<file path="config.mk">
export PLATFORM = sky130hd
export DESIGN_NAME = conveyor_color_sorter_sequencer
export DESIGN_NICKNAME = d
export VERILOG_FILES = /design/src/rtl/core/ccs_pkg.sv /design/src/rtl/core/ccs_apb_regs.sv /design/src/rtl/core/ccs_sequencer.sv /design/src/rtl/core/conveyor_color_sorter_sequencer.sv
export VERILOG_INCLUDE_DIRS = /design/src /design/src/rtl/core
export SDC_FILE = /design/constraint.sdc
export NUM_CORES = 1
export LEC_CHECK = 0
export BUFFER_PORTS_ARGS = -buffer_cell sky130_fd_sc_hd__buf_2
export CORE_UTILIZATION = 50
export CTS_CLUSTER_DIAMETER = 200
export DETAILED_ROUTE_END_ITERATION = 8
export GPL_TIMING_DRIVEN = 1
export PLACE_DENSITY = 0.69
export SLEW_MARGIN = 30
export SYNTH_ARGS = -nofsm -noshare
export SYNTH_HDL_FRONTEND = slang
export SYNTH_SLANG_ARGS = --single-unit
</file>
<file path="constraint.sdc">
create_clock -name clk -period 6.4 [get_ports clk]
set_clock_uncertainty 0.05 [all_clocks]
set_input_delay 0.32 -clock clk [delete_from_list [all_inputs] [get_ports clk]]
set_output_delay 0.32 -clock clk [all_outputs]
set_load 0.05 [all_outputs]
</file>
<file path="src/rtl/core/conveyor_color_sorter_sequencer_assert.svh">
// Assertion macros for the conveyor color sorter sequencer.
// Clocked on clk, disabled while arst_n is low; empty bodies under SYNTHESIS.
`ifndef CONVEYOR_COLOR_SORTER_SEQUENCER_ASSERT_SVH
`define CONVEYOR_COLOR_SORTER_SEQUENCER_ASSERT_SVH
`ifndef SYNTHESIS
// plain property, checked at every clock edge out of reset
`define CCS_ASSERT(lbl, prop, msg) \
	lbl: assert property (@(posedge clk) disable iff (!arst_n) (prop)) else $error(msg);
// same-cycle implication
`define CCS_ASSERT_IMPL(lbl, ante, cons, msg) \
	lbl: assert property (@(posedge clk) disable iff (!arst_n) (ante) |-> (cons)) \
		else $error(msg);
`else
`define CCS_ASSERT(lbl, prop, msg)
`define CCS_ASSERT_IMPL(lbl, ante, cons, msg)
`endif
`endif

</file>
<file path="src/rtl/core/ccs_pkg.sv">
// Shared types and constants of the conveyor color sorter sequencer.
// No dependencies; used by every module of the block.
`default_nettype none

package ccs_pkg;

	// fixed field widths
	localparam int COLOR_W = 14;
	localparam int DIST_W  = 8;
	localparam int HOLD_W  = 16;

	// stream and register port widths
	localparam int IN_TDATA_W  = 24;
	localparam int OUT_TDATA_W = 16;
	localparam int APB_ADDR_W  = 5;
	localparam int APB_DATA_W  = 32;

	// sequencer phases
	localparam logic [2:0] PH_WAIT  = 3'd0;
	localparam logic [2:0] PH_SENSE = 3'd1;
	localparam logic [2:0] PH_COUNT = 3'd2;
	localparam logic [2:0] PH_EJECT = 3'd3;
	localparam logic [2:0] PH_ARM   = 3'd4;

	// part colors
	localparam logic [1:0] COL_WHITE = 2'd0;
	localparam logic [1:0] COL_RED   = 2'd1;
	localparam logic [1:0] COL_BLUE  = 2'd2;

	// register indexes (byte address = 4 * index)
	localparam logic [2:0] REG_WHITE_THRESHOLD = 3'd0;
	localparam logic [2:0] REG_RED_THRESHOLD   = 3'd1;
	localparam logic [2:0] REG_WHITE_DISTANCE  = 3'd2;
	localparam logic [2:0] REG_RED_DISTANCE    = 3'd3;
	localparam logic [2:0] REG_BLUE_DISTANCE   = 3'd4;
	localparam logic [2:0] REG_EJECT_HOLD      = 3'd5;
	localparam logic [2:0] REG_MIN_START       = 3'd6;

	// register reset values
	localparam logic [COLOR_W-1:0] WHITE_THRESHOLD_RST = 14'd2500;
	localparam logic [COLOR_W-1:0] RED_THRESHOLD_RST   = 14'd4600;
	localparam logic [DIST_W-1:0]  WHITE_DISTANCE_RST  = 8'd3;
	localparam logic [DIST_W-1:0]  RED_DISTANCE_RST    = 8'd9;
	localparam logic [DIST_W-1:0]  BLUE_DISTANCE_RST   = 8'd14;
	localparam logic [HOLD_W-1:0]  EJECT_HOLD_RST      = 16'd1500;
	localparam logic [COLOR_W-1:0] MIN_START_RST       = 14'd10000;

	typedef struct packed {
		logic [COLOR_W-1:0] white_threshold;
		logic [COLOR_W-1:0] red_threshold;
		logic [DIST_W-1:0]  white_distance;
		logic [DIST_W-1:0]  red_distance;
		logic [DIST_W-1:0]  blue_distance;
		logic [HOLD_W-1:0]  eject_hold_ticks;
		logic [COLOR_W-1:0] min_start_value;
	} cfg_t;

	typedef struct packed {
		logic               entry_barrier_level;
		logic               exit_barrier_level;
		logic               pulse_key_level;
		logic [COLOR_W-1:0] color_reading;
		logic               white_bay_level;
		logic               red_bay_level;
		logic               blue_bay_level;
	} in_item_t;

	typedef struct packed {
		logic       conveyor_on;
		logic       compressor_on;
		logic       eject_white;
		logic       eject_red;
		logic       eject_blue;
		logic       arm_request;
		logic [1:0] sorted_color;
		logic [2:0] phase;
	} out_item_t;

endpackage

`default_nettype wire

</file>
<file path="src/rtl/core/ccs_apb_regs.sv">
// APB configuration registers of the conveyor color sorter sequencer.
// Depends on ccs_pkg for register indexes, widths and reset values.
`default_nettype none

module ccs_apb_regs (
	input  logic                            clk,
	input  logic                            arst_n,
	input  logic                            psel,
	input  logic                            penable,
	input  logic                            pwrite,
	input  logic [ccs_pkg::APB_ADDR_W-1:0] paddr,
	input  logic [ccs_pkg::APB_DATA_W-1:0] pwdata,
	output logic [ccs_pkg::APB_DATA_W-1:0] prdata,
	output logic                            pready,
	output ccs_pkg::cfg_t                   cfg
);
	import ccs_pkg::*;

	cfg_t       cfg_q;
	logic       wr_en;
	logic [2:0] reg_idx;

	assign pready  = 1'b1;
	assign wr_en   = psel & penable & pwrite & pready;
	assign reg_idx = paddr[4:2];
	assign cfg     = cfg_q;

	// register writes, truncated to each register's width
	always_ff @(posedge clk or negedge arst_n) begin
		if (!arst_n) begin
			cfg_q.white_threshold  <= WHITE_THRESHOLD_RST;
			cfg_q.red_threshold    <= RED_THRESHOLD_RST;
			cfg_q.white_distance   <= WHITE_DISTANCE_RST;
			cfg_q.red_distance     <= RED_DISTANCE_RST;
			cfg_q.blue_distance    <= BLUE_DISTANCE_RST;
			cfg_q.eject_hold_ticks <= EJECT_HOLD_RST;
			cfg_q.min_start_value  <= MIN_START_RST;
		end else if (wr_en) begin
			unique case (reg_idx)
				REG_WHITE_THRESHOLD: cfg_q.white_threshold  <= pwdata[COLOR_W-1:0];
				REG_RED_THRESHOLD:   cfg_q.red_threshold    <= pwdata[COLOR_W-1:0];
				REG_WHITE_DISTANCE:  cfg_q.white_distance   <= pwdata[DIST_W-1:0];
				REG_RED_DISTANCE:    cfg_q.red_distance     <= pwdata[DIST_W-1:0];
				REG_BLUE_DISTANCE:   cfg_q.blue_distance    <= pwdata[DIST_W-1:0];
				REG_EJECT_HOLD:      cfg_q.eject_hold_ticks <= pwdata[HOLD_W-1:0];
				REG_MIN_START:       cfg_q.min_start_value  <= pwdata[COLOR_W-1:0];
				default: ; // unmapped address, write dropped
			endcase
		end
	end

	// read mux
	always_comb begin
		unique case (reg_idx)
			REG_WHITE_THRESHOLD: prdata = APB_DATA_W'(cfg_q.white_threshold);
			REG_RED_THRESHOLD:   prdata = APB_DATA_W'(cfg_q.red_threshold);
			REG_WHITE_DISTANCE:  prdata = APB_DATA_W'(cfg_q.white_distance);
			REG_RED_DISTANCE:    prdata = APB_DATA_W'(cfg_q.red_distance);
			REG_BLUE_DISTANCE:   prdata = APB_DATA_W'(cfg_q.blue_distance);
			REG_EJECT_HOLD:      prdata = APB_DATA_W'(cfg_q.eject_hold_ticks);
			REG_MIN_START:       prdata = APB_DATA_W'(cfg_q.min_start_value);
			default:             prdata = '0;
		endcase
	end

endmodule

`default_nettype wire

</file>
<file path="src/rtl/core/ccs_sequencer.sv">
// Sorting sequencer state and single-tick step logic.
// Depends on ccs_pkg and the assertion macro header.
`default_nettype none
`include "conveyor_color_sorter_sequencer_assert.svh"

module ccs_sequencer #(
	parameter int COLOR_BITS    = 14,
	parameter int DISTANCE_BITS = 8,
	parameter int HOLD_BITS     = 16
) (
	input  logic                 clk,
	input  logic                 arst_n,
	input  logic                 en,
	input  ccs_pkg::cfg_t        cfg,
	input  ccs_pkg::in_item_t    item,
	output ccs_pkg::out_item_t   result
);
	import ccs_pkg::*;

	localparam logic [31:0] COLOR_MAX = 32'((64'd1 << COLOR_BITS) - 64'd1);
	localparam logic [31:0] DIST_MAX  = 32'((64'd1 << DISTANCE_BITS) - 64'd1);
	localparam logic [31:0] HOLD_MAX  = 32'((64'd1 << HOLD_BITS) - 64'd1);

	function automatic logic [COLOR_BITS-1:0] sat_color(input logic [31:0] v);
		logic [31:0] c;
		c = (v > COLOR_MAX) ? COLOR_MAX : v;
		return c[COLOR_BITS-1:0];
	endfunction

	function automatic logic [DISTANCE_BITS-1:0] sat_dist(input logic [31:0] v);
		logic [31:0] c;
		c = (v > DIST_MAX) ? DIST_MAX : v;
		return c[DISTANCE_BITS-1:0];
	endfunction

	function automatic logic [HOLD_BITS-1:0] sat_hold(input logic [31:0] v);
		logic [31:0] c;
		c = (v > HOLD_MAX) ? HOLD_MAX : v;
		return c[HOLD_BITS-1:0];
	endfunction

	// state
	logic [2:0]               phase_q,  phase_n;
	logic [COLOR_BITS-1:0]    rmin_q,   rmin_n;
	logic [DISTANCE_BITS-1:0] tdist_q,  tdist_n;
	logic [DISTANCE_BITS-1:0] dcount_q, dcount_n;
	logic                     prev_q,   prev_n;
	logic [1:0]               tcolor_q, tcolor_n;
	logic [HOLD_BITS-1:0]     hold_q,   hold_n;
	logic                     belt_q,   belt_n;
	logic                     comp_q,   comp_n;

	logic [COLOR_BITS-1:0] color_sat;
	logic [1:0]            sel;
	logic [2:0]            bay;
	logic [2:0]            ej;
	logic                  arm;

	assign color_sat = sat_color(32'(item.color_reading));
	// an unused color code acts as blue
	assign sel = (tcolor_q > COL_BLUE) ? COL_BLUE : tcolor_q;
	assign bay = {item.blue_bay_level, item.red_bay_level, item.white_bay_level};

	// one tick of the sequencer
	always_comb begin
		phase_n  = phase_q;
		rmin_n   = rmin_q;
		tdist_n  = tdist_q;
		dcount_n = dcount_q;
		prev_n   = prev_q;
		tcolor_n = tcolor_q;
		hold_n   = hold_q;
		belt_n   = belt_q;
		comp_n   = comp_q;
		ej       = 3'b000;
		arm      = 1'b0;
		unique case (phase_q)
			PH_SENSE: begin
				rmin_n = (color_sat < rmin_q) ? color_sat : rmin_q;
				if (!item.exit_barrier_level) begin
					dcount_n = '0;
					if (32'(rmin_n) < 32'(cfg.white_threshold)) begin
						tdist_n  = sat_dist(32'(cfg.white_distance));
						tcolor_n = COL_WHITE;
					end else if (32'(rmin_n) < 32'(cfg.red_threshold)) begin
						tdist_n  = sat_dist(32'(cfg.red_distance));
						tcolor_n = COL_RED;
					end else begin
						tdist_n  = sat_dist(32'(cfg.blue_distance));
						tcolor_n = COL_BLUE;
					end
					comp_n  = 1'b1;
					phase_n = PH_COUNT;
				end
			end
			PH_COUNT: begin
				// rising pulse-key edge, count saturates
				if (item.pulse_key_level && !prev_q && (32'(dcount_q) < DIST_MAX)) begin
					dcount_n = dcount_q + DISTANCE_BITS'(1);
				end
				prev_n = item.pulse_key_level;
				if (dcount_n >= tdist_q) begin
					belt_n = 1'b0;
					hold_n = sat_hold(32'(cfg.eject_hold_ticks));
					if (hold_n == '0) begin
						hold_n = HOLD_BITS'(1);
					end
					phase_n = PH_EJECT;
				end
			end
			PH_EJECT: begin
				ej[sel] = 1'b1;
				if (hold_q <= HOLD_BITS'(1)) begin
					hold_n  = '0;
					phase_n = PH_ARM;
				end else begin
					hold_n = hold_q - HOLD_BITS'(1);
				end
			end
			PH_ARM: begin
				if (!bay[sel]) begin
					arm     = 1'b1;
					phase_n = PH_WAIT;
				end
			end
			default: begin
				// waiting, or a code that means nothing
				phase_n = PH_WAIT;
				if (!item.entry_barrier_level) begin
					belt_n  = 1'b1;
					rmin_n  = sat_color(32'(cfg.min_start_value));
					phase_n = PH_SENSE;
				end
			end
		endcase
	end

	// state update on each processed beat
	always_ff @(posedge clk or negedge arst_n) begin
		if (!arst_n) begin
			phase_q  <= PH_WAIT;
			rmin_q   <= sat_color(32'(MIN_START_RST));
			tdist_q  <= '0;
			dcount_q <= '0;
			prev_q   <= 1'b0;
			tcolor_q <= COL_BLUE;
			hold_q   <= '0;
			belt_q   <= 1'b0;
			comp_q   <= 1'b0;
		end else if (en) begin
			phase_q  <= phase_n;
			rmin_q   <= rmin_n;
			tdist_q  <= tdist_n;
			dcount_q <= dcount_n;
			prev_q   <= prev_n;
			tcolor_q <= tcolor_n;
			hold_q   <= hold_n;
			belt_q   <= belt_n;
			comp_q   <= comp_n;
		end
	end

	// result reflects the state after this tick
	assign result.conveyor_on   = belt_n;
	assign result.compressor_on = comp_n;
	assign result.eject_white   = ej[0];
	assign result.eject_red     = ej[1];
	assign result.eject_blue    = ej[2];
	assign result.arm_request   = arm;
	assign result.sorted_color  = tcolor_n;
	assign result.phase         = phase_n;

	// checks
	`CCS_ASSERT(a_one_ejector, $onehot0(ej), "more than one ejector driven")
	`CCS_ASSERT_IMPL(a_belt_stopped, (phase_q == PH_EJECT) || (phase_q == PH_ARM), !belt_q, "belt running while ejecting or waiting for arm")
	`CCS_ASSERT_IMPL(a_hold_live, phase_q == PH_EJECT, hold_q != '0, "ejecting with an empty hold timer")
	`CCS_ASSERT(a_comp_latched, !$fell(comp_q), "compressor latch dropped")
	`CCS_ASSERT_IMPL(a_arm_from_wait, arm, phase_q == PH_ARM, "arm request outside arm wait")

endmodule

`default_nettype wire

</file>
<file path="src/rtl/core/conveyor_color_sorter_sequencer.sv">
// Top level of the conveyor color sorter sequencer: stream stages around the step logic.
// Depends on ccs_pkg, ccs_apb_regs and ccs_sequencer.
`default_nettype none

// One input beat is one sensor sample tick and yields exactly one result beat
// carrying the drive outputs after that tick. The block takes a beat every cycle
// while the output keeps up: a beat lands in an input register, one pass of
// compare-and-count logic updates the sequencer state and fills the output register
// once that register is free, and the result leaves when the output side is ready.
// The output register lets a new beat enter while a result waits; backpressure
// from the output stalls the input once both registers are full.
// Configuration writes go through the APB port and should be made while no
// beats are in flight.
module conveyor_color_sorter_sequencer #(
	parameter int COLOR_BITS    = 14,
	parameter int DISTANCE_BITS = 8,
	parameter int HOLD_BITS     = 16
) (
	input  logic                             clk,
	input  logic                             arst_n,
	// APB configuration port
	input  logic                             psel,
	input  logic                             penable,
	input  logic                             pwrite,
	input  logic [ccs_pkg::APB_ADDR_W-1:0]  paddr,
	input  logic [ccs_pkg::APB_DATA_W-1:0]  pwdata,
	output logic [ccs_pkg::APB_DATA_W-1:0]  prdata,
	output logic                             pready,
	// sensor samples
	input  logic                             s_axis_tvalid,
	output logic                             s_axis_tready,
	// [0] entry_barrier_level, [1] exit_barrier_level, [2] pulse_key_level,
	// [16:3] color_reading, [17] white_bay_level, [18] red_bay_level,
	// [19] blue_bay_level, [23:20] zero
	input  logic [ccs_pkg::IN_TDATA_W-1:0]  s_axis_tdata,
	// drive outputs
	output logic                             m_axis_tvalid,
	input  logic                             m_axis_tready,
	// [0] conveyor_on, [1] compressor_on, [2] eject_white, [3] eject_red,
	// [4] eject_blue, [5] arm_request, [7:6] sorted_color, [10:8] phase,
	// [15:11] zero
	output logic [ccs_pkg::OUT_TDATA_W-1:0] m_axis_tdata
);
	import ccs_pkg::*;

	cfg_t      cfg;
	in_item_t  in_item;
	in_item_t  item_s1;
	logic      valid_s1;
	out_item_t result;
	out_item_t out_q;
	logic      out_valid_q;
	logic      advance;
	logic      in_beat;

	ccs_apb_regs u_regs (
		.clk     (clk),
		.arst_n  (arst_n),
		.psel    (psel),
		.penable (penable),
		.pwrite  (pwrite),
		.paddr   (paddr),
		.pwdata  (pwdata),
		.prdata  (prdata),
		.pready  (pready),
		.cfg     (cfg)
	);

	// unpack input beat
	assign in_item.entry_barrier_level = s_axis_tdata[0];
	assign in_item.exit_barrier_level  = s_axis_tdata[1];
	assign in_item.pulse_key_level     = s_axis_tdata[2];
	assign in_item.color_reading       = s_axis_tdata[COLOR_W+2:3];
	assign in_item.white_bay_level     = s_axis_tdata[COLOR_W+3];
	assign in_item.red_bay_level       = s_axis_tdata[COLOR_W+4];
	assign in_item.blue_bay_level      = s_axis_tdata[COLOR_W+5];

	// handshake: step runs when a beat is held and the output slot is free
	assign advance       = valid_s1 & (~out_valid_q | m_axis_tready);
	assign s_axis_tready = ~valid_s1 | advance;
	assign in_beat       = s_axis_tvalid & s_axis_tready;

	// input register
	always_ff @(posedge clk or negedge arst_n) begin
		if (!arst_n) begin
			valid_s1 <= 1'b0;
		end else if (in_beat) begin
			valid_s1 <= 1'b1;
		end else if (advance) begin
			valid_s1 <= 1'b0;
		end
	end

	always_ff @(posedge clk) begin
		if (in_beat) begin
			item_s1 <= in_item;
		end
	end

	ccs_sequencer #(
		.COLOR_BITS    (COLOR_BITS),
		.DISTANCE_BITS (DISTANCE_BITS),
		.HOLD_BITS     (HOLD_BITS)
	) u_seq (
		.clk    (clk),
		.arst_n (arst_n),
		.en     (advance),
		.cfg    (cfg),
		.item   (item_s1),
		.result (result)
	);

	// output register
	always_ff @(posedge clk or negedge arst_n) begin
		if (!arst_n) begin
			out_valid_q <= 1'b0;
		end else if (advance) begin
			out_valid_q <= 1'b1;
		end else if (m_axis_tready) begin
			out_valid_q <= 1'b0;
		end
	end

	always_ff @(posedge clk) begin
		if (advance) begin
			out_q <= result;
		end
	end

	assign m_axis_tvalid = out_valid_q;
	assign m_axis_tdata  = {5'b00000, out_q.phase, out_q.sorted_color, out_q.arm_request,
		out_q.eject_blue, out_q.eject_red, out_q.eject_white,
		out_q.compressor_on, out_q.conveyor_on};

endmodule

`default_nettype wire

</file>
# Word-level counts from Yosys, hierarchy flattened
# Cells that the tools add are included.
# Widths: inputs -> output; s select.
# totals
reg_bits	169
input_bits	68
output_inout_bits	51
elab_cells	130
# classes
addsub	2
n_lt_le_gt_ge	9
n_eq_ne	13
n_mux	39
bitwise	10
reduce_logical	24
# ops
operator	n
$pmux 16 s7	1
$mux 16	3
$lt 14x14->1	3
$mux 8	5
$pmux 16 s2	1
$mux 14	2
$pmux 14 s2	1
$le 16x1->1 const B	1
$logic_not 16->1	1
$pmux 8 s2	1
$reduce_and 2->1	8
$sub 16x1->16 const B	1
$eq 3x2->1 const B	4
$eq 3x3->1 const B	4
$mux 1	12
$mux 3	4
$pmux 3 s4	1
$reduce_and 3->1	4
$mux 2	5
$add 8x1->8 const B	1
$ge 8x8->1	1
$lt 8x8->1 const B	1
$reduce_bool 2->1	4
$eq 3x1->1 const B	2
other kinds (15)	26

# Logic depth before layout (Yosys ltp)
# Gate-level depths: netlist of the first run.
# depth
word_depth	8
ltp_mapped	17
depth_no_buf	15

# By module
# A second synthesis of the first run with hierarchy kept.
# hier_totals
cells_unflattened	876
area_unflattened_um2	9579.2
# by_module_without_submodules
module	instances	cells_per_inst	area_each_um2	seq_area_each_um2
ccs_sequencer	1	551	4520.6	1358.8
ccs_apb_regs	1	280	3982.6	2090.8
conveyor_color_sorter_sequencer	1	45	1076.0	980.9

# Worst setup path before layout of the first run
# No wires, ideal clock.
# synth_timing
kind	flip-flop to flip-flop
start	register u_seq.rmin_q[4]
end	register out_q (netlist bit m_axis_tdata[7]) (data pin)
setup_ns	0.260
arrival_time_ns	3.488
t_required_ns	6.090
slack_ns	2.602
stages_incl_launch_ff	16
path_buffers	1
synth_period_minus_slack_ns	3.798
cell_sequence	dfstp_2 inv_1 ha_1 nand4_1 o221a_1 o21ai_2 buf_6 mux2_2 ha_1 and4_1 a21o_1 o21ai_0 and2_1 a41o_1 and2b_2 mux2_2
# synth_lines
element	line	source
from (decl)	ccs_sequencer.sv:44	logic [COLOR_BITS-1:0] rmin_q, rmin_n;
from (signal assigned)	ccs_sequencer.sv:142	rmin_q <= sat_color(32'(MIN_START_RST));
from (signal assigned)	ccs_sequencer.sv:152	rmin_q <= rmin_n;
to (signal assigned)	conveyor_color_sorter_sequencer.sv:126	out_q <= result;
to (decl)	conveyor_color_sorter_sequencer.sv:51	out_item_t out_q;

==> load_flow_metrics.sql, run 1 <==
INSERT INTO impl_metrics (metric_group, metric, value, unit) VALUES
('detailed_routing', 'detailroute.via_count', '7100', ''),
('detailed_routing', 'drt_first_iter_violations', '476', ''),
('synth', 'share_of_the_synthesized_area_in_the_top_cell_type', '0.263', ''),
('synth', 'post_synth_instance_area', '0.00960', 'mm^2'),
('synth', 'number_of_instances_in_the_synthesized_netlist', '915', ''),
('synth', 'number_of_enable_flip_flop_cells_after_synthesis', '31', ''),
('cells_and_area', 'highest_count_cells_in_the_layout_ignoring_fill_and_taps', '101 x sky130_fd_sc_hd__dfrtp_1, 87 x sky130_fd_sc_hd__mux2_2, 78 x sky130_fd_sc_hd__nand2_1, 73 x sky130_fd_sc_hd__buf_2, 67 x sky130_fd_sc_hd__o21ai_0', ''),
('grt', 'number_of_global_route_vias_before_repair', '6907', ''),
('power_and_ir_drop', 'design_power_total', '4240', 'uW'),
('place', 'global_placement_routability_congestion', '0.827', ''),
('worst_setup_path', 'timing.reg2reg.setup_slack', '1.56', 'ns'),
('sta', 'period_share', '0.757', ''),
('synth', 'synth-seq-cells', '169', ''),
('die', 'design.die.area', '0.0198', 'mm^2'),
('worst_setup_path', 'crit_path_start', 'u_seq.rmin_q[13]', ''),
('cells_and_area', 'syn_to_final_growth', '12.5', '%'),
('place', 'port_buffers', '74', ''),
('clock_network', 'tritoncts_clock_tree', 'done', ''),
('worst_setup_path', 'worst_r2r_endpoint', 'm_axis_tdata[7]', ''),
('sta', 'unrepaired_setup_endpoints_after_global_routing', 'false', ''),
('sta', 'worst-slew-pin-transition', '0.877', 'ns'),
('power_and_ir_drop', 'max-vdd-ir-drop', '0.199', 'mV'),
('synth', 'synthTopCellsByArea', 'sky130_fd_sc_hd__dfrtp_1 26%, sky130_fd_sc_hd__mux2_2 10%, sky130_fd_sc_hd__dfstp_2 10%, sky130_fd_sc_hd__edfxtp_1 9.7%, sky130_fd_sc_hd__ha_1 6.5%', ''),
('run', 'max_cap_violations', '0', ''),
('clock_network', 'clock-root-buffer', 'sky130_fd_sc_hd__clkbuf_16', ''),
('worst_setup_path', 'crit_arrival', '4.98', 'ns'),
('synth', 'leading_register_cell_type_out_of_synthesis', 'sky130_fd_sc_hd__dfrtp_1', ''),
('worst_setup_path', 'reg2regPathDepth', '15', ''),
('power_and_ir_drop', 'p_leak', '0.00479', 'uW'),
('worst_setup_path', 'path_max_fanout', '15', ''),
('grt', 'gr-usage-met1', '0.304', ''),
('grt', 'grt.met3_usage', '0.0462', ''),
('die', 'num_rows', '50', ''),
('clock_network', 'clock_tree.htree_level_count', '4', ''),
('detailed_routing', 'wirelength', '21900', 'um'),
('worst_setup_path', 'worstReg2RegStart', 'u_seq.rmin_q[13]', ''),
('synth', 'postSynthAreaPerCell', '10.5', 'um^2'),
('sta', 'fmaxAchievable', '207', 'MHz'),
('detailed_routing', 'route.antenna.remaining_nets', '0', ''),
('die', 'die_height', '141', 'um'),
('grt', 'grt_first_pass_wirelength', '35800', 'um'),
('grt', 'grt_use_total', '0.234', ''),
('die', 'floorplan.io_pins', '119', ''),
('synth', 'synth-seq-area-share', '0.461', ''),
('clock_network', 'postCtsSetupBuffers', '0', ''),
('cells_and_area', 'nNetsFinal', '1110', ''),
('sta', 'finalSetupViolations', '0', ''),
('power_and_ir_drop', 'p_comb_frac', '0.365', ''),
('place', 'dpl.hpwl', '15400', 'um'),
('clock_network', 'clockBufferDepth', '2', ''),
('detailed_routing', 'routed_via_density', '5.73', ''),
('grt', 'met2_track_demand_over_resource_in_global_routing', '0.396', ''),
('power_and_ir_drop', 'cellInternalPower', '2620', 'uW'),
('min_path', 'worstHoldPathCells', '1', ''),
('worst_setup_path', 'path_class', 'flip-flop to flip-flop', ''),
('worst_setup_path', 'cp-endpoint', 'm_axis_tdata[7]', ''),
('grt', 'grt_antenna_before_repair', '0', ''),
('detailed_routing', 'drc_errors', '0', ''),
('clock_network', 'numClockSinks', '169', ''),
('cells_and_area', 'fill_cells', '1591', ''),
('sta', 'crit_path_time_final', '4.84', 'ns'),
('cells_and_area', 'drive_above_1_share', '0.260', ''),
('power_and_ir_drop', 'power_spent_charging_and_discharging_nets', '1630', 'uW'),
('status', 'outcome', 'completed', ''),
('worst_setup_path', 'setup.worst_path.start_class', 'flip-flop', ''),
('power_and_ir_drop', 'pwr-share-clk', '0.249', ''),
('clock_network', 'clock_pin_slew_on_the_worst_setup_and_hold_paths', '0.07', 'ns'),
('clock_network', 'cts_buffers', '17', ''),
('cells_and_area', 'finish.utilization', '0.576', ''),
('power_and_ir_drop', 'sw_frac_of_total', '0.383', ''),
('die', 'fp.coreArea', '0.0188', 'mm^2');
timing repair:
item,4_1_cts,5_1_grt
hold buffers,12,2
resized for setup,0,0
endpoints found under the hold margin,74,2
cell usage after synthesis, types with 4 or more instances:
cell type                   instances
sky130_fd_sc_hd__mux2i_1           37
sky130_fd_sc_hd__a32oi_1            6
sky130_fd_sc_hd__dfrtp_1          101
sky130_fd_sc_hd__dfstp_2           37
sky130_fd_sc_hd__mux2_2            87
sky130_fd_sc_hd__ha_1              50
sky130_fd_sc_hd__nor2_1            45
sky130_fd_sc_hd__buf_4             24
sky130_fd_sc_hd__and2_1             7
sky130_fd_sc_hd__a31oi_1            4
sky130_fd_sc_hd__a21o_1             4
sky130_fd_sc_hd__a21oi_1           50
sky130_fd_sc_hd__xnor2_1            4
sky130_fd_sc_hd__o22ai_1            8
sky130_fd_sc_hd__a221oi_1           4
sky130_fd_sc_hd__and3_1             8
sky130_fd_sc_hd__clkbuf_1          17
sky130_fd_sc_hd__o211ai_1           6
sky130_fd_sc_hd__a211oi_1           7
sky130_fd_sc_hd__a22o_1             6
sky130_fd_sc_hd__nand4_1            9
sky130_fd_sc_hd__nand2b_1          15
sky130_fd_sc_hd__a22oi_1           11
sky130_fd_sc_hd__edfxtp_1          31
sky130_fd_sc_hd__nor4_1             4
sky130_fd_sc_hd__nand2_1           78
sky130_fd_sc_hd__nor3_1            15
sky130_fd_sc_hd__xor2_1             4
sky130_fd_sc_hd__nand3_1           20
sky130_fd_sc_hd__o21ai_0           67
sky130_fd_sc_hd__buf_2             11
sky130_fd_sc_hd__inv_1             59
sky130_fd_sc_hd__o2bb2ai_1         12
sky130_fd_sc_hd__nor2b_1           12
power by group through the flow:
stage	sequential, uW	combinational (uW)	clock [uW]
6_report	1630	1550	1060
5_1_grt	1670	1740	1100
4_1_cts	1630	1550	1070
3_5_place_dp	1650	1540	0
3_3_place_gp	1640	1490	0
2_1_floorplan	1610	1200	0
kinds of logic after synthesis:
kind of cell               count (synthesis)  synth area share
AOI/OAI and AO/OA                        208             0.137
xor gates and xnor gates                   8           0.00730
adders and majority gates                 50            0.0652
buffers and inverters                    117            0.0590
muxes                                    126             0.145
other                                      2          0.000782
and+or+nand+nor                          235             0.124
DFF                                      169             0.461
worst min path at each step:
stage                        endpoint
global route              item_s1[18]
floorplan               m_axis_tvalid
CTS                        item_s1[8]
finish                     item_s1[2]
global placement    u_seq.dcount_q[0]
detailed placement       u_seq.prev_q
cell type report:
type | count | area [um^2] | share of cell area
multi-input cells | 649 | 4700 | 0.435
inverters | 60 | 225 | 0.0208
flip-flops and latches | 169 | 4430 | 0.410
clock inverters | 15 | 164 | 0.0152
well taps | 234 | 293 | 0.0271
clock buffers | 17 | 425 | 0.0394
repair buffers | 95 | 569 | 0.0527
routing by layer:
layer  part of all wire  vias up  wire length, um
li1                   -     3420                -
met1               0.45     3496             9940
met2               0.49      159            10700
met3              0.041       25              902
met4              0.015        0              335
met5                  0        -                0
registers in the layout, summed over array words and instances (netlist names):
signal / flops
item_s1: 20
u_seq.hold_q: 16
u_seq.tdist_q: 8
u_seq.tcolor_q: 2
u_seq.prev_q: 1
m_axis_tvalid: 1
m_axis_tdata: 11
u_seq.dcount_q: 8
u_seq.comp_q: 1
valid_s1: 1
u_seq.rmin_q: 14
u_seq.belt_q: 1
u_seq.phase_q: 3
u_regs.cfg: 82
critical path: stages (launching register included):
cell and delay, ns:
sky130_fd_sc_hd__dfstp_2 0.54, sky130_fd_sc_hd__inv_1 0.04, sky130_fd_sc_hd__ha_1 0.28, sky130_fd_sc_hd__nand2_1 0.10, sky130_fd_sc_hd__nor2_1 0.14, sky130_fd_sc_hd__nand2_1 0.12
sky130_fd_sc_hd__o21ai_2 0.66, sky130_fd_sc_hd__mux2_2 0.45, sky130_fd_sc_hd__ha_1 0.29, sky130_fd_sc_hd__and4_1 0.22, sky130_fd_sc_hd__a21o_1 0.17, sky130_fd_sc_hd__o21ai_0 0.16
sky130_fd_sc_hd__and2_1 0.15, sky130_fd_sc_hd__a41o_1 0.63, sky130_fd_sc_hd__and2b_2 0.30, sky130_fd_sc_hd__mux2_2 0.26
per-stage QoR:
stage / area, um^2 / setup WS (ns) / cells
final: 10800 / 1.56 / 1239
after CTS: 10800 / 1.58 / 1237
after global routing: 10800 / 1.29 / 1239
after floorplan: 9680 / 2.60 / 935
after global placement: 10100 / 1.61 / 1193
after detailed placement: 10100 / 1.61 / 1193
(Power assumes the default switching activity.)
==> run 2: changes to the inputs <==
--- a/config.mk
+++ b/config.mk
@@ -6,12 +6,13 @@
 export SDC_FILE = /design/constraint.sdc
 export NUM_CORES = 1
 export LEC_CHECK = 0
+export ABC_AREA = 1
 export BUFFER_PORTS_ARGS = -buffer_cell sky130_fd_sc_hd__buf_2
 export CORE_UTILIZATION = 50
 export CTS_CLUSTER_DIAMETER = 200
 export DETAILED_ROUTE_END_ITERATION = 8
 export GPL_TIMING_DRIVEN = 1
-export PLACE_DENSITY = 0.69
+export PLACE_DENSITY = 0.7
 export SLEW_MARGIN = 30
 export SYNTH_ARGS = -nofsm -noshare
 export SYNTH_HDL_FRONTEND = slang
==> constraint.sdc (replaced) <==
create_clock -name clk -period 4.6 [get_ports clk]
set_clock_uncertainty 0.05 [all_clocks]
set_input_delay 0.23 -clock clk [delete_from_list [all_inputs] [get_ports clk]]
set_output_delay 0.23 -clock clk [all_outputs]
set_load 0.05 [all_outputs]
==> run 2 against run 1 <==
Against the previous run:
- worst setup slack got worse by 0.88 ns
- sequential share of layout area increased by 0.94 points
- cell count increased by 15%
- count of clock-buffer cells in the layout increased by 9
- core utilization increased by 1.0 points
- critical path depth increased by 5
- first-iteration DRC count increased by 12%
- critical path type unchanged
- global-route usage increased by 1.8 points
- die area decreased by 4.0%
- synthesized cell count increased by 18%
- register-to-register slack got worse by 0.88 ns
- routed wire length increased by 2.6%
==> load_flow_metrics.sql, run 2 <==
INSERT INTO impl_metrics (metric_group, metric, value, unit) VALUES
('status', 'outcome', 'completed', ''),
('cells_and_area', 'multi_input_logic_area', '0.00396', 'mm^2'),
('grt', 'number_of_global_route_vias_before_repair', '7063', ''),
('synth', 'synthXorXnorAreaFrac', '0.0190', ''),
('synth', 'leading_register_cell_type_out_of_synthesis', 'sky130_fd_sc_hd__dfrtp_1', ''),
('place', 'dpl.hpwl', '16100', 'um'),
('power_and_ir_drop', 'max-vdd-ir-drop', '0.343', 'mV'),
('power_and_ir_drop', 'design_power_total', '6200', 'uW'),
('synth', 'synth-seq-cells', '169', ''),
('worst_setup_path', 'path_cells', 'ha_1, nand4_1, nand3_1, nor4_1, nand3_1, nor2_1, xor2_1, inv_1, ha_1, nand2_1, nor2_1, nand4_1, o2111ai_1, nand2_1, nand2_1, nand2_1, inv_1, buf_4, nand2_1, o21ai_0', ''),
('sta', 'crit_path_time_final', '3.93', 'ns'),
('worst_setup_path', 'cp_common_cell', 'sky130_fd_sc_hd__nand2_1', ''),
('synth', 'postSynthAreaPerCell', '8.51', 'um^2'),
('clock_network', 'tritoncts_clock_tree', 'done', ''),
('die', 'design.die.area', '0.0190', 'mm^2'),
('clock_network', 'clockBufferDepth', '2', ''),
('cells_and_area', 'highest_count_cells_in_the_layout_ignoring_fill_and_taps', '214 x sky130_fd_sc_hd__nand2_1, 157 x sky130_fd_sc_hd__inv_1, 106 x sky130_fd_sc_hd__o21ai_0, 101 x sky130_fd_sc_hd__dfrtp_1, 88 x sky130_fd_sc_hd__nor2_1', ''),
('synth', 'yosys.area_share.adder', '0.0679', ''),
('worst_setup_path', 'setup.worst_path.start_class', 'flip-flop', ''),
('synth', 'synth_commonest_cells', '214 x sky130_fd_sc_hd__nand2_1, 158 x sky130_fd_sc_hd__inv_1, 106 x sky130_fd_sc_hd__o21ai_0, 101 x sky130_fd_sc_hd__dfrtp_1, 89 x sky130_fd_sc_hd__nor2_1', ''),
('sta', 'timing_hold_violations_final', '0', ''),
('synth', 'synth_mux_area_frac', '0', ''),
('grt', 'grt_overflow', '0', ''),
('detailed_routing', 'drt_pass1_iterations', '5', ''),
('clock_network', 'clk-insertion-delay-late', '0.44', 'ns'),
('worst_setup_path', 'worst_path_max_delay_cell', 'sky130_fd_sc_hd__dfrtp_1', ''),
('clock_network', 'cts_buffers', '17', ''),
('synth', 'ys.warnings.count', '0', ''),
('synth', 'synth-seq-area-share', '0.481', ''),
('min_path', 'worst_hold_path_type', 'input port to flip-flop', ''),
('cells_and_area', 'syn_to_final_growth', '14.7', '%'),
('worst_setup_path', 'path_max_fanout', '13', ''),
('clock_network', 'clock-root-buffer', 'sky130_fd_sc_hd__clkbuf_16', ''),
('cells_and_area', 'antenna_cells_inserted', '0', ''),
('synth', 'synth.distinct_cells', '46', ''),
('power_and_ir_drop', 'p_leak', '0.00502', 'uW'),
('min_path', 'hold_start', 'pwdata[13]', ''),
('cells_and_area', 'fill_cells', '1591', ''),
('detailed_routing', 'detailroute.via_count', '7705', ''),
('synth', 'number_of_enable_flip_flop_cells_after_synthesis', '31', ''),
('synth', 'synthTopCellsByArea', 'sky130_fd_sc_hd__dfrtp_1 27%, sky130_fd_sc_hd__dfstp_2 11%, sky130_fd_sc_hd__edfxtp_1 10%, sky130_fd_sc_hd__nand2_1 8.7%, sky130_fd_sc_hd__ha_1 6.8%', ''),
('worst_setup_path', 'path_class', 'flip-flop to flip-flop', ''),
('sta', 'total_negative_setup_slacks', '0', 'ns'),
('die', 'floorplan.die.width', '138', 'um'),
('worst_setup_path', 'crit_arrival', '4.23', 'ns'),
('synth', 'synthSimpleGateAreaFrac', '0.179', ''),
('sta', 'period_share', '0.854', ''),
('synth', 'post_synth_instance_area', '0.00921', 'mm^2'),
('synth', 'synthArstFlopShare', '0.817', ''),
('sta', 'final_max_slew_viol_count', '0', ''),
('sta', 'unrepaired_setup_endpoints_after_global_routing', 'false', ''),
('place', 'placedCellCount', '1362', ''),
('cells_and_area', 'drive_above_1_share', '0.147', ''),
('clock_network', 'numClockSinks', '169', ''),
('sta', 'relSlewSlack', '0.373', ''),
('grt', 'grt_use_total', '0.251', ''),
('clock_network', 'clock_tree.htree_level_count', '4', ''),
('synth', 'number_of_instances_in_the_synthesized_netlist', '1082', ''),
('cells_and_area', 'final-instance-count-excl-fill', '1419', ''),
('cells_and_area', 'nNetsFinal', '1295', ''),
('sta', 'worst_hold_slack', '0.0114', 'ns'),
('die', 'initial_core_util', '0.511', ''),
('cells_and_area', 'largest_reg_flops', '82', ''),
('worst_setup_path', 'worstReg2RegStart', 'u_seq.dcount_q[0]', ''),
('clock_network', 'resized_gates_after_cts', '0', ''),
('place', 'global_placement_routability_congestion', '0.919', ''),
('synth', 'synth_top_family_by_area', 'simple AND/OR/NAND/NOR gates', ''),
('sta', 'worst-slew-pin-transition', '0.939', 'ns'),
('cells_and_area', 'sequential_cell_area', '0.00443', 'mm^2'),
('synth', 'synth_compound_gate_area_share', '0.154', ''),
('grt', 'grt_first_pass_wirelength', '35700', 'um'),
('worst_setup_path', 'critical_path.top_delay_family', 'simple AND/OR/NAND/NOR gates', ''),
('die', 'die_height', '138', 'um'),
('worst_setup_path', 'worstPathBufferInverterCount', '3', ''),
('detailed_routing', 'wirelength', '22400', 'um'),
('worst_setup_path', 'timing.reg2reg.setup_slack', '0.67', 'ns'),
('detailed_routing', 'route.antenna.remaining_nets', '0', ''),
('grt', 'grt_antenna_before_repair', '0', ''),
('synth', 'synthMostInstantiatedCell', 'sky130_fd_sc_hd__nand2_1', ''),
('grt', 'maximum_number_of_pins_on_one_net_before_global_route_repair', '99', ''),
('worst_setup_path', 'cp_data_required_time', '4.90', 'ns'),
('cells_and_area', 'layout_commonest_cell', 'sky130_fd_sc_hd__nand2_1', ''),
('synth', 'synth_top_cell_by_area', 'sky130_fd_sc_hd__dfrtp_1', ''),
('worst_setup_path', 'crit_path_start', 'u_seq.dcount_q[0]', ''),
('place', 'port_buffers', '74', ''),
('worst_setup_path', 'worst_path_largest_cell_delay', '0.40', 'ns'),
('synth', 'share_of_the_synthesized_area_in_the_top_cell_type', '0.274', ''),
('clock_network', 'clock_pin_slew_on_the_worst_setup_and_hold_paths', '0.06', 'ns'),
('die', 'floorplan.io_pins', '119', ''),
('sta', 'fmaxAchievable', '255', 'MHz'),
('worst_setup_path', 'cp-end-kind', 'flip-flop', ''),
('sta', 'finalSetupViolations', '0', ''),
('power_and_ir_drop', 'cellPowerDensity', '587', 'mW/mm^2'),
('die', 'fp.coreArea', '0.0180', 'mm^2'),
('detailed_routing', 'drc_errors', '0', ''),
('detailed_routing', 'drt-wirelength-per-cell', '15.8', 'um'),
('run', 'max_cap_violations', '0', ''),
('detailed_routing', 'drt_first_iter_violations', '535', ''),
('die', 'num_rows', '49', ''),
('cells_and_area', 'finish.utilization', '0.586', ''),
('detailed_routing', 'routed_via_density', '5.43', '');
run 2: power breakdown:
part           leakage (uW)  internal, uW  switching [uW]
Clock              0.000284           862             581
Sequential          0.00190          2010             254
Combinational       0.00284           829            1670
run 2: area by class of cell:
class	instances	area share
clock buffers	26	0.0474
inverters	162	0.0576
repair buffers	107	0.0653
well taps	229	0.0271
multi-input cells	720	0.375
flip-flops and latches	169	0.419
clock inverters	6	0.00853
run 2: kinds of logic (layout without fill, tap and decap cells):
logic type | after synthesis | after routing
adders and majority gates | 50 | 50
xor gates and xnor gates | 20 | 20
AOI/OAI and AO/OA | 243 | 243
DFF | 169 | 169
buffers and inverters | 213 | 301
other | 2 | 22
and+or+nand+nor | 385 | 385
run 2: worst paths after layout:
path                       cells after the start           endpoint
setup / recovery                              20    u_seq.hold_q[9]
hold reg to reg                                2       u_seq.comp_q
hold / removal                                 3     u_regs.cfg[13]
min in group asynchronous                      2    u_seq.rmin_q[5]
max in group asynchronous                      3  u_seq.tcolor_q[1]
setup reg to reg                              20    u_seq.hold_q[9]
run 2: repair_timing:
action                    in CTS  in global routing
hold endpoints to repair      91                  0
hold buffers                  25                  0
setup buffers                  0                  0
run 2: per-layer routing:
| metal | global-route usage | share of wire | vias up |
|---|---|---|---|
| met3 | 0.0486 | 0.060 | 42 |
| met2 | 0.401 | 0.48 | 250 |
| li1 | - | - | 3758 |
| met1 | 0.341 | 0.44 | 3655 |
| met5 | 0 | 0 | - |
| met4 | 0.0870 | 0.021 | 0 |
run 2: worst reg2reg max path, cell delays in order, from the launching register on:
cell and delay (ns):
sky130_fd_sc_hd__dfrtp_1 0.40, sky130_fd_sc_hd__ha_1 0.22, sky130_fd_sc_hd__nand4_1 0.08, sky130_fd_sc_hd__nand3_1 0.18
sky130_fd_sc_hd__nor4_1 0.38, sky130_fd_sc_hd__nand3_1 0.19, sky130_fd_sc_hd__nor2_1 0.17, sky130_fd_sc_hd__xor2_1 0.21
sky130_fd_sc_hd__inv_1 0.07, sky130_fd_sc_hd__ha_1 0.30, sky130_fd_sc_hd__nand2_1 0.07, sky130_fd_sc_hd__nor2_1 0.13
sky130_fd_sc_hd__nand4_1 0.09, sky130_fd_sc_hd__o2111ai_1 0.17, sky130_fd_sc_hd__nand2_1 0.13, sky130_fd_sc_hd__nand2_1 0.08
sky130_fd_sc_hd__nand2_1 0.19, sky130_fd_sc_hd__inv_1 0.34, sky130_fd_sc_hd__buf_4 0.24, sky130_fd_sc_hd__nand2_1 0.06
sky130_fd_sc_hd__o21ai_0 0.08
run 2: metrics by stage:
| stage | cell area, um^2 | setup WS, ns |
|---|---|---|
| after global placement | 9720 | 0.784 |
| after CTS | 10600 | 0.695 |
| final | 10600 | 0.673 |
| after global routing | 10600 | 0.267 |
| after detailed placement | 9720 | 0.709 |
| after floorplan | 9280 | 1.33 |
==> run 3: changes to the inputs <==
--- a/config.mk
+++ b/config.mk
@@ -8,6 +8,8 @@
 export LEC_CHECK = 0
 export ABC_AREA = 1
 export BUFFER_PORTS_ARGS = -buffer_cell sky130_fd_sc_hd__buf_2
+export CAP_MARGIN = 20
+export CORE_MARGIN = 2
 export CORE_UTILIZATION = 50
 export CTS_CLUSTER_DIAMETER = 200
 export DETAILED_ROUTE_END_ITERATION = 8
==> run 3 against run 2 <==
Against the previous run:
- count of clock-buffer cells in the layout fell by 5
- global-route usage fell by 1.7 points
- critical path depth did not move
- core utilization fell by 0.25 points
- critical path type unchanged
==> load_flow_metrics.sql, run 3 (synthesis results as in run 2) <==
INSERT INTO impl_metrics (metric_group, metric, value, unit) VALUES
('status', 'outcome', 'completed', ''),
('clock_network', 'clockBufferDepth', '2', ''),
('grt', 'grt_use_total', '0.234', ''),
('power_and_ir_drop', 'p_leak', '0.00500', 'uW'),
('worst_setup_path', 'crit_arrival', '4.26', 'ns'),
('power_and_ir_drop', 'design_power_total', '6090', 'uW'),
('cells_and_area', 'syn_to_final_growth', '14.2', '%'),
('place', 'global_placement_routability_congestion', '0.883', ''),
('grt', 'grt_antenna_before_repair', '0', ''),
('worst_setup_path', 'worst_path_largest_cell_delay', '0.40', 'ns'),
('worst_setup_path', 'path_cells', 'ha_1, nand4_1, nand3_1, nor4_1, nand3_1, nor2_1, xor2_1, inv_1, ha_1, nand2_1, nor2_1, nand4_1, o2111ai_1, nand2_1, nand2_1, nand2_1, inv_1, buf_4, nand2_1, o21ai_0', ''),
('sta', 'period_share', '0.861', ''),
('worst_setup_path', 'cp_data_required_time', '4.90', 'ns'),
('sta', 'fmaxAchievable', '253', 'MHz'),
('worst_setup_path', 'path_class', 'flip-flop to flip-flop', ''),
('worst_setup_path', 'worst_path_max_delay_cell', 'sky130_fd_sc_hd__dfrtp_1', ''),
('detailed_routing', 'route.antenna.remaining_nets', '0', ''),
('cells_and_area', 'finish.utilization', '0.584', ''),
('detailed_routing', 'drt_pass1_iterations', '5', ''),
('clock_network', 'numClockSinks', '169', ''),
('cells_and_area', 'highest_count_cells_in_the_layout_ignoring_fill_and_taps', '213 x sky130_fd_sc_hd__nand2_1, 158 x sky130_fd_sc_hd__inv_1, 106 x sky130_fd_sc_hd__o21ai_0, 101 x sky130_fd_sc_hd__dfrtp_1, 87 x sky130_fd_sc_hd__nor2_1', ''),
('sta', 'crit_path_time_final', '3.96', 'ns'),
('worst_setup_path', 'path_max_fanout', '13', ''),
('detailed_routing', 'drt_first_iter_violations', '569', ''),
('cells_and_area', 'layout_commonest_cell', 'sky130_fd_sc_hd__nand2_1', ''),
('sta', 'worst-slew-pin-transition', '0.964', 'ns'),
('sta', 'unrepaired_setup_endpoints_after_global_routing', 'false', ''),
('detailed_routing', 'top_signal_layer_used', 'met4', ''),
('sta', 'relSlewSlack', '0.356', ''),
('sta', 'total_negative_setup_slacks', '0', 'ns'),
('cells_and_area', 'drive_above_1_share', '0.148', ''),
('detailed_routing', 'met2WireLength', '10500', 'um'),
('worst_setup_path', 'cp-end-kind', 'flip-flop', ''),
('clock_network', 'clock_pin_slew_on_the_worst_setup_and_hold_paths', '0.06', 'ns'),
('power_and_ir_drop', 'cellPowerDensity', '579', 'mW/mm^2'),
('detailed_routing', 'met3WireLength', '1100', 'um'),
('place', 'dpl.hpwl', '16200', 'um'),
('die', 'die_height', '140', 'um'),
('clock_network', 'clock-root-buffer', 'sky130_fd_sc_hd__clkbuf_16', ''),
('run', 'max_cap_violations', '0', ''),
('sta', 'final_max_slew_viol_count', '0', ''),
('detailed_routing', 'wirelength', '22400', 'um'),
('grt', 'number_of_global_route_vias_before_repair', '7208', ''),
('clock_network', 'clock_tree.htree_level_count', '4', ''),
('min_path', 'worst_hold_path_type', 'input port to flip-flop', ''),
('die', 'floorplan.io_pins', '119', ''),
('grt', 'grt_overflow', '0', ''),
('cells_and_area', 'antenna_cells_inserted', '0', ''),
('cells_and_area', 'largest_reg_flops', '82', ''),
('grt', 'maximum_number_of_pins_on_one_net_before_global_route_repair', '101', ''),
('min_path', 'worstHoldPathCells', '3', ''),
('cells_and_area', 'final_cell_area', '0.0105', 'mm^2'),
('detailed_routing', 'drt-wirelength-per-cell', '15.8', 'um'),
('place', 'dpl_cell_area', '0.00971', 'mm^2'),
('sta', 'finalSetupViolations', '0', ''),
('cells_and_area', 'nNetsFinal', '1295', ''),
('detailed_routing', 'detailroute.via_count', '7610', ''),
('clock_network', 'cts_buffers', '17', ''),
('clock_network', 'tritoncts_clock_tree', 'done', ''),
('worst_setup_path', 'cp_common_cell', 'sky130_fd_sc_hd__nand2_1', ''),
('die', 'floorplan.die.width', '140', 'um'),
('die', 'fp.coreArea', '0.0180', 'mm^2'),
('grt', 'grt_first_pass_wirelength', '36100', 'um'),
('die', 'initial_core_util', '0.511', ''),
('clock_network', 'resized_gates_after_cts', '0', ''),
('worst_setup_path', 'reg2regPathDepth', '20', ''),
('clock_network', 'clk-insertion-delay-late', '0.44', 'ns'),
('die', 'design.die.area', '0.0195', 'mm^2'),
('die', 'num_rows', '49', ''),
('detailed_routing', 'drc_errors', '0', ''),
('power_and_ir_drop', 'max-vdd-ir-drop', '0.301', 'mV'),
('sta', 'timing_hold_violations_final', '0', ''),
('place', 'port_buffers', '74', ''),
('detailed_routing', 'routed_via_density', '5.36', ''),
('detailed_routing', 'wirelength_met1', '10400', 'um'),
('worst_setup_path', 'setup.worst_path.start_class', 'flip-flop', '');
==> run 3: cell types whose count changed in the layout (fill, tap and decap cells not counted), sizes merged <==
cell         change
buf              -1
clkbuf           -5
clkinvlp         +2
bufinv           -1
dlygate4sd3      +1
inv              +4
==> run 3: timing repair <==
| item | in CTS | in global routing |
|---|---|---|
| hold buffers | 26 | 0 |
| hold endpoints to repair | 103 | 0 |
| setup buffers | 0 | 0 |
==> run 3: final timing paths <==
kind | to | slack (ns) | from
setup / recovery | u_seq.hold_q[11] | 0.64 | u_seq.dcount_q[0]
max in group asynchronous | u_regs.cfg[74] | 3.02 | arst_n
hold / removal | u_regs.cfg[79] | 0.01 | pwdata[11]
min in group asynchronous | u_regs.cfg[71] | 0.42 | arst_n
setup reg to reg | u_seq.hold_q[11] | 0.64 | u_seq.dcount_q[0]
hold reg to reg | u_seq.comp_q | 0.42 | u_seq.comp_q
==> run 3: metrics by stage <==
step	setup WS, ns	cells	hold WS (ns)
6_report	0.641	1419	0.0129
5_1_grt	0.252	1419	0.0291
4_1_cts	0.649	1419	0.00364
3_5_place_dp	0.677	1361	0.359
3_3_place_gp	0.778	1361	0.357
2_1_floorplan	1.33	1102	-0.116
==> run 3: power by group <==
| group | total, uW | switching (uW) | leakage [uW] | internal, uW |
|---|---|---|---|---|
| registers | 2260 | 254 | 0.00190 | 2010 |
| clock network | 1350 | 608 | 0.000253 | 744 |
| logic | 2480 | 1650 | 0.00285 | 829 |
| total | 6090 | 2520 | 0.00500 | 3580 |
==> run 3: cell type report <==
class	count	area, um^2
clock buffers	21	440
clock inverters	11	97.6
fillers	1643	7510
inverters	162	608
multi-input cells	720	3960
flip-flops and latches	169	4430
well taps	229	287
repair buffers	107	692
==> run 3: metal layers <==
metal	vias to the layer above	track usage
li1	3749	-
met1	3619	0.326
met2	211	0.376
met3	31	0.0396
met4	0	0.0747
met5	-	0
==> run 3: worst max-delay path, delay by kind of cell (launching register included) <==
| kind | cells | cell delay, ns |
|---|---|---|
| flip-flops | 1 | 0.40 |
| AO/OA/AOI/OAI | 2 | 0.26 |
| XOR/XNOR | 1 | 0.21 |
| buffers and inverters | 3 | 0.66 |
| adder cells (fa/ha/maj) | 2 | 0.51 |
| AND/OR/NAND/NOR | 12 | 1.77 |
